--- config.mk ---
export PLATFORM = sky130hd
export DESIGN_NAME = rgb_to_hsl_convert
export DESIGN_NICKNAME = d
export VERILOG_FILES = /design/src/design/rhc_pkg.sv /design/src/design/rgb_to_hsl_convert.sv
export SDC_FILE = /design/constraint.sdc
export NUM_CORES = 2
export LEC_CHECK = 0
export ABC_AREA = 1
export BUFFER_PORTS_ARGS = -buffer_cell sky130_fd_sc_hd__buf_2
export CAP_MARGIN = 20
export CORE_MARGIN = 1.5
export CORE_UTILIZATION = 56
export CTS_CLUSTER_DIAMETER = 80
export DETAILED_ROUTE_END_ITERATION = 10
export GPL_TIMING_DRIVEN = 1
export HOLD_SLACK_MARGIN = 0.06
export PLACE_DENSITY = 0.72
export SLEW_MARGIN = 20
export SYNTH_ARGS = -nofsm -noshare
export SYNTH_HDL_FRONTEND = slang
export SYNTH_SLANG_ARGS = --single-unit
export TNS_END_PERCENT = 5
--- constraint.sdc ---
create_clock -name i_clk -period 7.3 [get_ports i_clk]
set_clock_uncertainty 0.05 [all_clocks]
set_input_delay 0.365 -clock i_clk [delete_from_list [all_inputs] [get_ports i_clk]]
set_output_delay 0.365 -clock i_clk [all_outputs]
set_load 0.05 [all_outputs]
--- src/design/rhc_pkg.sv ---
// Shared types and constants for the RGB to HSL converter.
// No dependencies; used by rgb_to_hsl_convert and rhc_check.
`timescale 1ns / 1ps
`default_nettype none

package rhc_pkg;

    localparam int CH_W      = 8;    // one color channel
    localparam int LSUM_W    = 9;    // max + min
    localparam int LSUM_MAX  = 510;
    localparam int DEN_HALF  = 255;  // above this the saturation divisor folds
    localparam int HUE_MUL   = 60;   // degrees per unit of diff/delta
    localparam int HUE_DEG_W = 9;    // integer degree bits of hue

    // Channel that holds the maximum; ties go red, then green, then blue.
    typedef enum logic [1:0] {
        SEL_RED,
        SEL_GREEN,
        SEL_BLUE
    } t_max_sel;

endpackage

`default_nettype wire

--- src/design/rgb_to_hsl_convert.sv ---
// RGB to HSL converter top level: max/min stage, setup stage, two parallel
// restoring dividers unrolled one quotient bit per stage, output register.
// Depends on rhc_pkg.
// Throughput: one item per clock while the output is not stalled, with no dead cycles between items.
// Pipeline: L + 3 register stages, L = max(14 + HUE_FRAC_BITS, 8 + SAT_BITS)
//   the divider depth (24 at defaults).
// The divider depth is set by the wider of the hue and saturation quotients.
// Backpressure: per-stage ready, so bubbles are squeezed out during a stall.
// Reset: i_rst_n synchronous, active low; clears all stage valid bits only.
`timescale 1ns / 1ps
`default_nettype none

module rgb_to_hsl_convert #(
    parameter int HUE_FRAC_BITS = 6,
    parameter int SAT_BITS      = 16
) (
    input  wire logic i_clk,
    input  wire logic i_rst_n,
    // Input item: red [7:0], green [15:8], blue [23:16]
    input  wire logic                     i_s_axis_tvalid,
    output logic                          o_s_axis_tready,
    input  wire logic [3*rhc_pkg::CH_W-1:0] i_s_axis_tdata,
    // Result item: hue, saturation, lightness_sum from bit 0 up, zero padded
    output logic o_m_axis_tvalid,
    input  wire logic i_m_axis_tready,
    output logic [((9 + HUE_FRAC_BITS + SAT_BITS + rhc_pkg::LSUM_W + 7) / 8) * 8 - 1:0]
                 o_m_axis_tdata
);

    localparam int CW     = rhc_pkg::CH_W;
    localparam int HUE_W  = rhc_pkg::HUE_DEG_W + HUE_FRAC_BITS;
    localparam int NUM_W  = 14;                        // diff * 60 fits 14 bits
    localparam int HDIV_W = NUM_W + HUE_FRAC_BITS;
    localparam int SDIV_W = CW + SAT_BITS;
    localparam int L      = (HDIV_W > SDIV_W) ? HDIV_W : SDIV_W;
    localparam int NS     = L + 3;                     // total register stages
    localparam int RAW_W  = HUE_W + SAT_BITS + rhc_pkg::LSUM_W;
    localparam int OUT_W  = ((RAW_W + 7) / 8) * 8;

    localparam logic [HUE_W-1:0] OFF120 = HUE_W'(120 * (1 << HUE_FRAC_BITS));
    localparam logic [HUE_W-1:0] OFF240 = HUE_W'(240 * (1 << HUE_FRAC_BITS));
    localparam logic [HUE_W-1:0] OFF360 = HUE_W'(360 * (1 << HUE_FRAC_BITS));
    localparam logic [SAT_BITS-1:0] SAT_MAX = {SAT_BITS{1'b1}};

    // ---------------------------------------------------------------
    // Stage valid bits and ready chain. Stage 0: max/min, stage 1: setup
    // (divider slot 0), stages 2..L+1: divider steps, stage L+2: output.
    // ---------------------------------------------------------------
    logic [NS-1:0] r_v;
    logic [NS-1:0] w_rdy;

    assign w_rdy[NS-1] = !r_v[NS-1] || i_m_axis_tready;
    for (genvar k = 0; k < NS - 1; k++) begin : g_rdy
        assign w_rdy[k] = !r_v[k] || w_rdy[k+1];
    end

    always_ff @(posedge i_clk) begin
        if (!i_rst_n) begin
            r_v <= '0;
        end else begin
            if (w_rdy[0]) begin
                r_v[0] <= i_s_axis_tvalid;
            end
            for (int k = 1; k < NS; k++) begin
                if (w_rdy[k]) begin
                    r_v[k] <= r_v[k-1];
                end
            end
        end
    end

    assign o_s_axis_tready = w_rdy[0];
    assign o_m_axis_tvalid = r_v[NS-1];

    // ---------------------------------------------------------------
    // Stage 0: max, min and which channel won
    // ---------------------------------------------------------------
    logic [CW-1:0] w_red, w_green, w_blue;
    logic [CW-1:0] n_max, n_min;
    rhc_pkg::t_max_sel n_sel;

    logic [CW-1:0] r_a_red, r_a_green, r_a_blue, r_a_max, r_a_min;
    rhc_pkg::t_max_sel r_a_sel;

    assign w_red   = i_s_axis_tdata[CW-1:0];
    assign w_green = i_s_axis_tdata[2*CW-1:CW];
    assign w_blue  = i_s_axis_tdata[3*CW-1:2*CW];

    always_comb begin
        if (w_red >= w_green && w_red >= w_blue) begin
            n_sel = rhc_pkg::SEL_RED;
            n_max = w_red;
        end else if (w_green >= w_blue) begin
            n_sel = rhc_pkg::SEL_GREEN;
            n_max = w_green;
        end else begin
            n_sel = rhc_pkg::SEL_BLUE;
            n_max = w_blue;
        end
        n_min = w_red;
        if (w_green < n_min) n_min = w_green;
        if (w_blue < n_min)  n_min = w_blue;
    end

    always_ff @(posedge i_clk) begin
        if (w_rdy[0]) begin
            r_a_red   <= w_red;
            r_a_green <= w_green;
            r_a_blue  <= w_blue;
            r_a_max   <= n_max;
            r_a_min   <= n_min;
            r_a_sel   <= n_sel;
        end
    end

    // ---------------------------------------------------------------
    // Divider pipeline arrays; index 0 is loaded by the setup stage.
    // hw/sw: dividend shifting out, quotient shifting in.
    // hr/sr: partial remainders. dl: delta (hue divisor), dn: sat divisor.
    // ---------------------------------------------------------------
    logic [L-1:0]              r_hw  [0:L];
    logic [L-1:0]              r_sw  [0:L];
    logic [CW-1:0]             r_hr  [0:L];
    logic [CW-1:0]             r_sr  [0:L];
    logic [CW-1:0]             r_dl  [0:L];
    logic [CW-1:0]             r_dn  [0:L];
    logic                      r_neg [0:L];
    rhc_pkg::t_max_sel         r_sel [0:L];
    logic [rhc_pkg::LSUM_W-1:0] r_sum [0:L];

    // ---------------------------------------------------------------
    // Stage 1: delta, sum, folded divisor, hue numerator |diff| * 60
    // ---------------------------------------------------------------
    logic [CW-1:0]              n_delta, n_den, n_pa, n_pb, n_mag;
    logic [rhc_pkg::LSUM_W-1:0] n_sum;
    logic                       n_neg;
    logic [NUM_W-1:0]           n_num;

    always_comb begin
        n_delta = r_a_max - r_a_min;
        n_sum   = {1'b0, r_a_max} + {1'b0, r_a_min};
        if (n_sum > rhc_pkg::LSUM_W'(rhc_pkg::DEN_HALF)) begin
            n_den = CW'(rhc_pkg::LSUM_W'(rhc_pkg::LSUM_MAX) - n_sum);
        end else begin
            n_den = n_sum[CW-1:0];
        end
        unique case (r_a_sel)
            rhc_pkg::SEL_RED: begin
                n_pa = r_a_green;
                n_pb = r_a_blue;
            end
            rhc_pkg::SEL_GREEN: begin
                n_pa = r_a_blue;
                n_pb = r_a_red;
            end
            rhc_pkg::SEL_BLUE: begin
                n_pa = r_a_red;
                n_pb = r_a_green;
            end
            default: begin
                n_pa = '0;
                n_pb = '0;
            end
        endcase
        n_neg = n_pa < n_pb;
        n_mag = n_neg ? (n_pb - n_pa) : (n_pa - n_pb);
        // 60 * mag = 64 * mag - 4 * mag
        n_num = NUM_W'({n_mag, 6'b0}) - NUM_W'({n_mag, 2'b0});
    end

    always_ff @(posedge i_clk) begin
        if (w_rdy[1]) begin
            r_hw[0]  <= L'(n_num) << HUE_FRAC_BITS;
            r_sw[0]  <= L'(n_delta) << SAT_BITS;
            r_hr[0]  <= '0;
            r_sr[0]  <= '0;
            r_dl[0]  <= n_delta;
            r_dn[0]  <= n_den;
            r_neg[0] <= n_neg;
            r_sel[0] <= r_a_sel;
            r_sum[0] <= n_sum;
        end
    end

    // ---------------------------------------------------------------
    // Divider steps: one restoring step per stage for each quotient.
    // Partial remainders stay below the divisor, so 8 bits suffice.
    // ---------------------------------------------------------------
    for (genvar j = 1; j <= L; j++) begin : g_div
        logic [CW:0]   w_h2, w_s2;
        logic          w_hge, w_sge;
        logic [CW-1:0] w_hrem, w_srem;

        assign w_h2   = {r_hr[j-1], r_hw[j-1][L-1]};
        assign w_s2   = {r_sr[j-1], r_sw[j-1][L-1]};
        assign w_hge  = w_h2 >= {1'b0, r_dl[j-1]};
        assign w_sge  = w_s2 >= {1'b0, r_dn[j-1]};
        assign w_hrem = w_hge ? CW'(w_h2 - {1'b0, r_dl[j-1]}) : w_h2[CW-1:0];
        assign w_srem = w_sge ? CW'(w_s2 - {1'b0, r_dn[j-1]}) : w_s2[CW-1:0];

        always_ff @(posedge i_clk) begin
            if (w_rdy[j+1]) begin
                r_hw[j]  <= {r_hw[j-1][L-2:0], w_hge};
                r_sw[j]  <= {r_sw[j-1][L-2:0], w_sge};
                r_hr[j]  <= w_hrem;
                r_sr[j]  <= w_srem;
                r_dl[j]  <= r_dl[j-1];
                r_dn[j]  <= r_dn[j-1];
                r_neg[j] <= r_neg[j-1];
                r_sel[j] <= r_sel[j-1];
                r_sum[j] <= r_sum[j-1];
            end
        end
    end

    // ---------------------------------------------------------------
    // Output stage: sign and offset for hue, clamp saturation,
    // force zero for grey pixels.
    // ---------------------------------------------------------------
    logic [HUE_W-1:0]    n_off, n_hue, w_qh;
    logic [SAT_BITS-1:0] n_sat;
    logic                w_grey;

    logic [HUE_W-1:0]            r_out_hue;
    logic [SAT_BITS-1:0]         r_out_sat;
    logic [rhc_pkg::LSUM_W-1:0]  r_out_sum;

    assign w_qh   = r_hw[L][HUE_W-1:0];   // quotient never exceeds 60 degrees
    assign w_grey = (r_dl[L] == '0);

    always_comb begin
        unique case (r_sel[L])
            rhc_pkg::SEL_RED:   n_off = r_neg[L] ? OFF360 : '0;
            rhc_pkg::SEL_GREEN: n_off = OFF120;
            rhc_pkg::SEL_BLUE:  n_off = OFF240;
            default:            n_off = '0;
        endcase
        n_hue = r_neg[L] ? (n_off - w_qh) : (n_off + w_qh);
        // ratio is at most 1; exactly 1 clamps to all ones
        n_sat = r_sw[L][SAT_BITS] ? SAT_MAX : r_sw[L][SAT_BITS-1:0];
        if (w_grey) begin
            n_hue = '0;
            n_sat = '0;
        end
    end

    always_ff @(posedge i_clk) begin
        if (w_rdy[NS-1]) begin
            r_out_hue <= n_hue;
            r_out_sat <= n_sat;
            r_out_sum <= r_sum[L];
        end
    end

    assign o_m_axis_tdata = OUT_W'({r_out_sum, r_out_sat, r_out_hue});

endmodule

`default_nettype wire

==> key figures <==
Finish
  • # fillers: between 8000 and 9000
  • Final Instance Count excl. Fillers: 7177
  • Post-layout util: 63.6%
  • # nets final: 5966
  • N_diodes: 0
  • Share of cells above drive strength 1: 6.99%
  • Synthesis-to-finish area growth: 12.1%

Floorplanning
  • Row Count: roughly 130
  • Full die area: ~120000 um^2
  • Die X: roughly 350 um
  • Core area: 119000 um^2
  • Initial Util: between 50% and 60%
  • # IOs: 70
  • Die height: 350 um

Clock tree
  • CTS tree: built
  • CTS sink cnt: about 1500
  • Clk_lat worst skew: 0.79 ns
  • Post CTS Setup Buffer Count: 0
  • H-Tree Depth: 4
  • Clock tree buffer depth: 3
  • CTS Root Cell: clkbuf_16
  • Post-CTS Hold Buffers: 26
  • Total CTS buffers: 155
  • Post-CTS sizing: 0
  • Worst-path clk slew: 0.06 ns

Timing
  • Slew @ Worst Pin: 0.974 ns
  • Hold Fails Final Rpt: 0
  • TNS Setup: 0 ns
  • Period utilisation layout: 82.2%
  • Setup violations, final: 0
  • Slew Limit Headroom: between 30% and 40%
  • Fin. max-slew vios: 0
  • RSZ-0062 raised after global routing: no
  • Fmax: 167 MHz
  • Period minus WS final: 6.00 ns

GRT
  • Grt total ovfl: 0
  • Initial antenna violation count: 0
  • First-pass GRT wire length: 185000 um
  • Gr usage total: 18.9%
  • Largest net degree at the start of global routing: 70
  • Vias in the first global route: 38300

Setup path
  • CP max stage delay: 0.62 ns
  • Cell family with most CP delay: simple AND/OR/NAND/NOR gates
  • Worst reg2reg startpoint: r_a_sel[1]
  • Number of cells on the critical path: 16
  • Worst reg2reg endpoint: r_hw[0][19]
  • CP startpoint: r_v[25]
  • Crit path cell chain: nand4_4, nor2_4, nand4_4, nor2_4, nand4_4, nor2_4, nand4_4, nor2_4, nand4_4, buf_4, nor2_4, nand4_4, buf_4, nor2_8, nand4_4, buf_2
  • Worst Reg-to-Reg Cells: 23
  • CP most frequent cell: nand4_4
  • CP arrival: around 5.6 ns
  • Critical Path RT: between 6 and 7 ns
  • Endpoint class of the critical path: output pin
  • R2R setup slack: 2.29 ns
  • Max FO, Critical Path: 56
  • CP max-delay cell: nand4_4
  • WP buf/inv: 3
  • Startpoint types: register
  • Worst setup endpoint: o_s_axis_tready
  • Crit Path Category: reg -> out

Placed design
  • Dpl cells: 6857
  • PortBufs: between 60 and 70
  • Dpl hpwl: 80400 um
  • RD Place Congestion: 0.888

Synth
  • Predominant post-synthesis flop cell: edfxtp_1
  • Post-synth EDFFs: 1492
  • Synth top area share: 66.6%
  • #FFs+latches synth: 1519
  • Sequential share of the synthesized area: 67.4%
  • Post-synth top area cell: edfxtp_1
  • Synth Instances: 5219
  • Avg Cell Area, Syn: 12.9 um^2
  • Yosys warning total: 0
  • Top cells by area, synth: edfxtp_1 (67%), ha_1 (8.3%), inv_1 (4.4%), nor2_1 (3.1%), a21oi_1 (2.9%)
  • Post-synth net total: 5741
  • Post-synthesis async set-or-reset flop share: 0%
  • Synth cell types: 53
  • Post-Syn Area: 67200 um^2

Drt
  • DRC viols: 0
  • DR iter-0 viols: 2004
  • Initial DRT Pass Iterations: 6
  • Total number of vias: 37500
  • Detailed-route wire length: 113000 um
  • Post-route ant nets: 0
  • Via/cell ratio: 5.23
  • Drt wl/cell: 15.8 um

Run status
  • Outcome: finished clean

Worst hold path
  • Worst hold path type: in -> reg
  • HP Start: i_s_axis_tdata[3]

Job
  • Maxcap violations: 0
## cell usage in the layout, fill, tap and decap left out, types with 6 or more instances in the layout
master,instances
edfxtp_1,1492
inv_1,777
nor2_1,551
nand2_1,462
ha_1,446
a21oi_1,390
o21ai_0,293
xor2_1,194
clkbuf_16,155
nand3_1,73
buf_2,69
xnor2_1,61
nor3_1,56
fa_1,48
nand4_1,41
a31oi_1,32
clkbuf_1,32
clkinv_2,27
a211oi_1,27
dlygate4sd3_1,27
buf_4,27
dfxtp_1,26
o31ai_1,25
clkinv_1,23
bufinv_16,22
o22ai_1,18
o21bai_1,16
a21o_1,11
or2_2,11
o211ai_1,10
a221oi_1,9
o221ai_1,9
nor4_1,9
clkinv_16,9
inv_2,8
clkbuf_8,8
nand2_2,7
nand4_4,7
clkinvlp_4,7
nand3_2,6
## worst min-delay path by stage
stage	endpoint	slack, ns	cells past startpoint
6_report	r_a_red[3]	0.30	2
5_1_grt	r_a_red[3]	0.27	2
4_1_cts	r_v[26]	0.22	3
3_5_place_dp	r_hw[0][162]	0.35	0
3_3_place_gp	r_sw[2][105]	0.35	0
2_1_floorplan	r_hw[0][108]	0.35	0
## layer usage
metal,GRT usage [%],vias to the layer above,wire [um]
met4,6.62,0,2930
met5,0,-,0
met2,36.2,514,61600
met1,20.9,18000,45300
met3,3.01,222,3310
li1,-,18700,-
## logic make-up (layout without fill, tap and decap cells)
family,Yosys count,after routing,share of synthesized area [%]
compound gates,861,861,7.02
xor+xnor,255,255,3.32
fa+ha+maj,494,494,9.73
buf+inv,847,1205,4.73
flops,1519,1519,67.4
mux,2,2,0.0316
simple gates,1241,1241,7.74
## through the flow
step / hold WS (ns) / cell area [um^2] / setup slack, ns
after floorplan: 0.350 / 67300 / -0.751
after global placement: 0.350 / 69600 / 1.99
after detailed placement: 0.355 / 69600 / 1.88
after CTS: 0.216 / 75300 / 1.10
after global routing: 0.271 / 75400 / 0.796
final: 0.299 / 75400 / 1.30
## state kept, by name, indices dropped and copies added (netlist names), 9 cells and up
register   cells
r_dl         191
r_dn         169
r_hr         184
r_hw         246
r_neg         25
r_out_hue     15
r_out_sat     16
r_out_sum      9
r_sel         50
r_sr         184
r_sum        201
r_sw         160
r_v           27
## layout make-up
| cell class | instances | area [um^2] | area share [%] |
|---|---|---|---|
| inverters | 790 | 2970 | 3.94 |
| well taps | 1600 | 2000 | 2.66 |
| repair buffers | 125 | 866 | 1.15 |
| clock buffers | 195 | 4110 | 5.45 |
| flip-flops and latches | 1519 | 45300 | 60.1 |
| multi-input cells | 2853 | 18800 | 24.9 |
| clock inverters | 95 | 1330 | 1.76 |
## synthesized netlist by cell type (10+ instances only)
cell type and count:
a211oi_1 27, a21o_1 11, a21oi_1 390, a31oi_1 32, clkbuf_1 54, dfxtp_1 27
edfxtp_1 1492, fa_1 48, ha_1 446, inv_1 784, nand2_1 468, nand3_1 79
nand4_1 41, nor2_1 551, nor3_1 56, o211ai_1 10, o21ai_0 293, o21bai_1 16
o22ai_1 18, o31ai_1 25, or2_2 11, xnor2_1 61, xor2_1 194
Power is left out: the tool's default activity adds up to more than one toggle a clock period on the data nets, which glitch-free logic cannot reach.
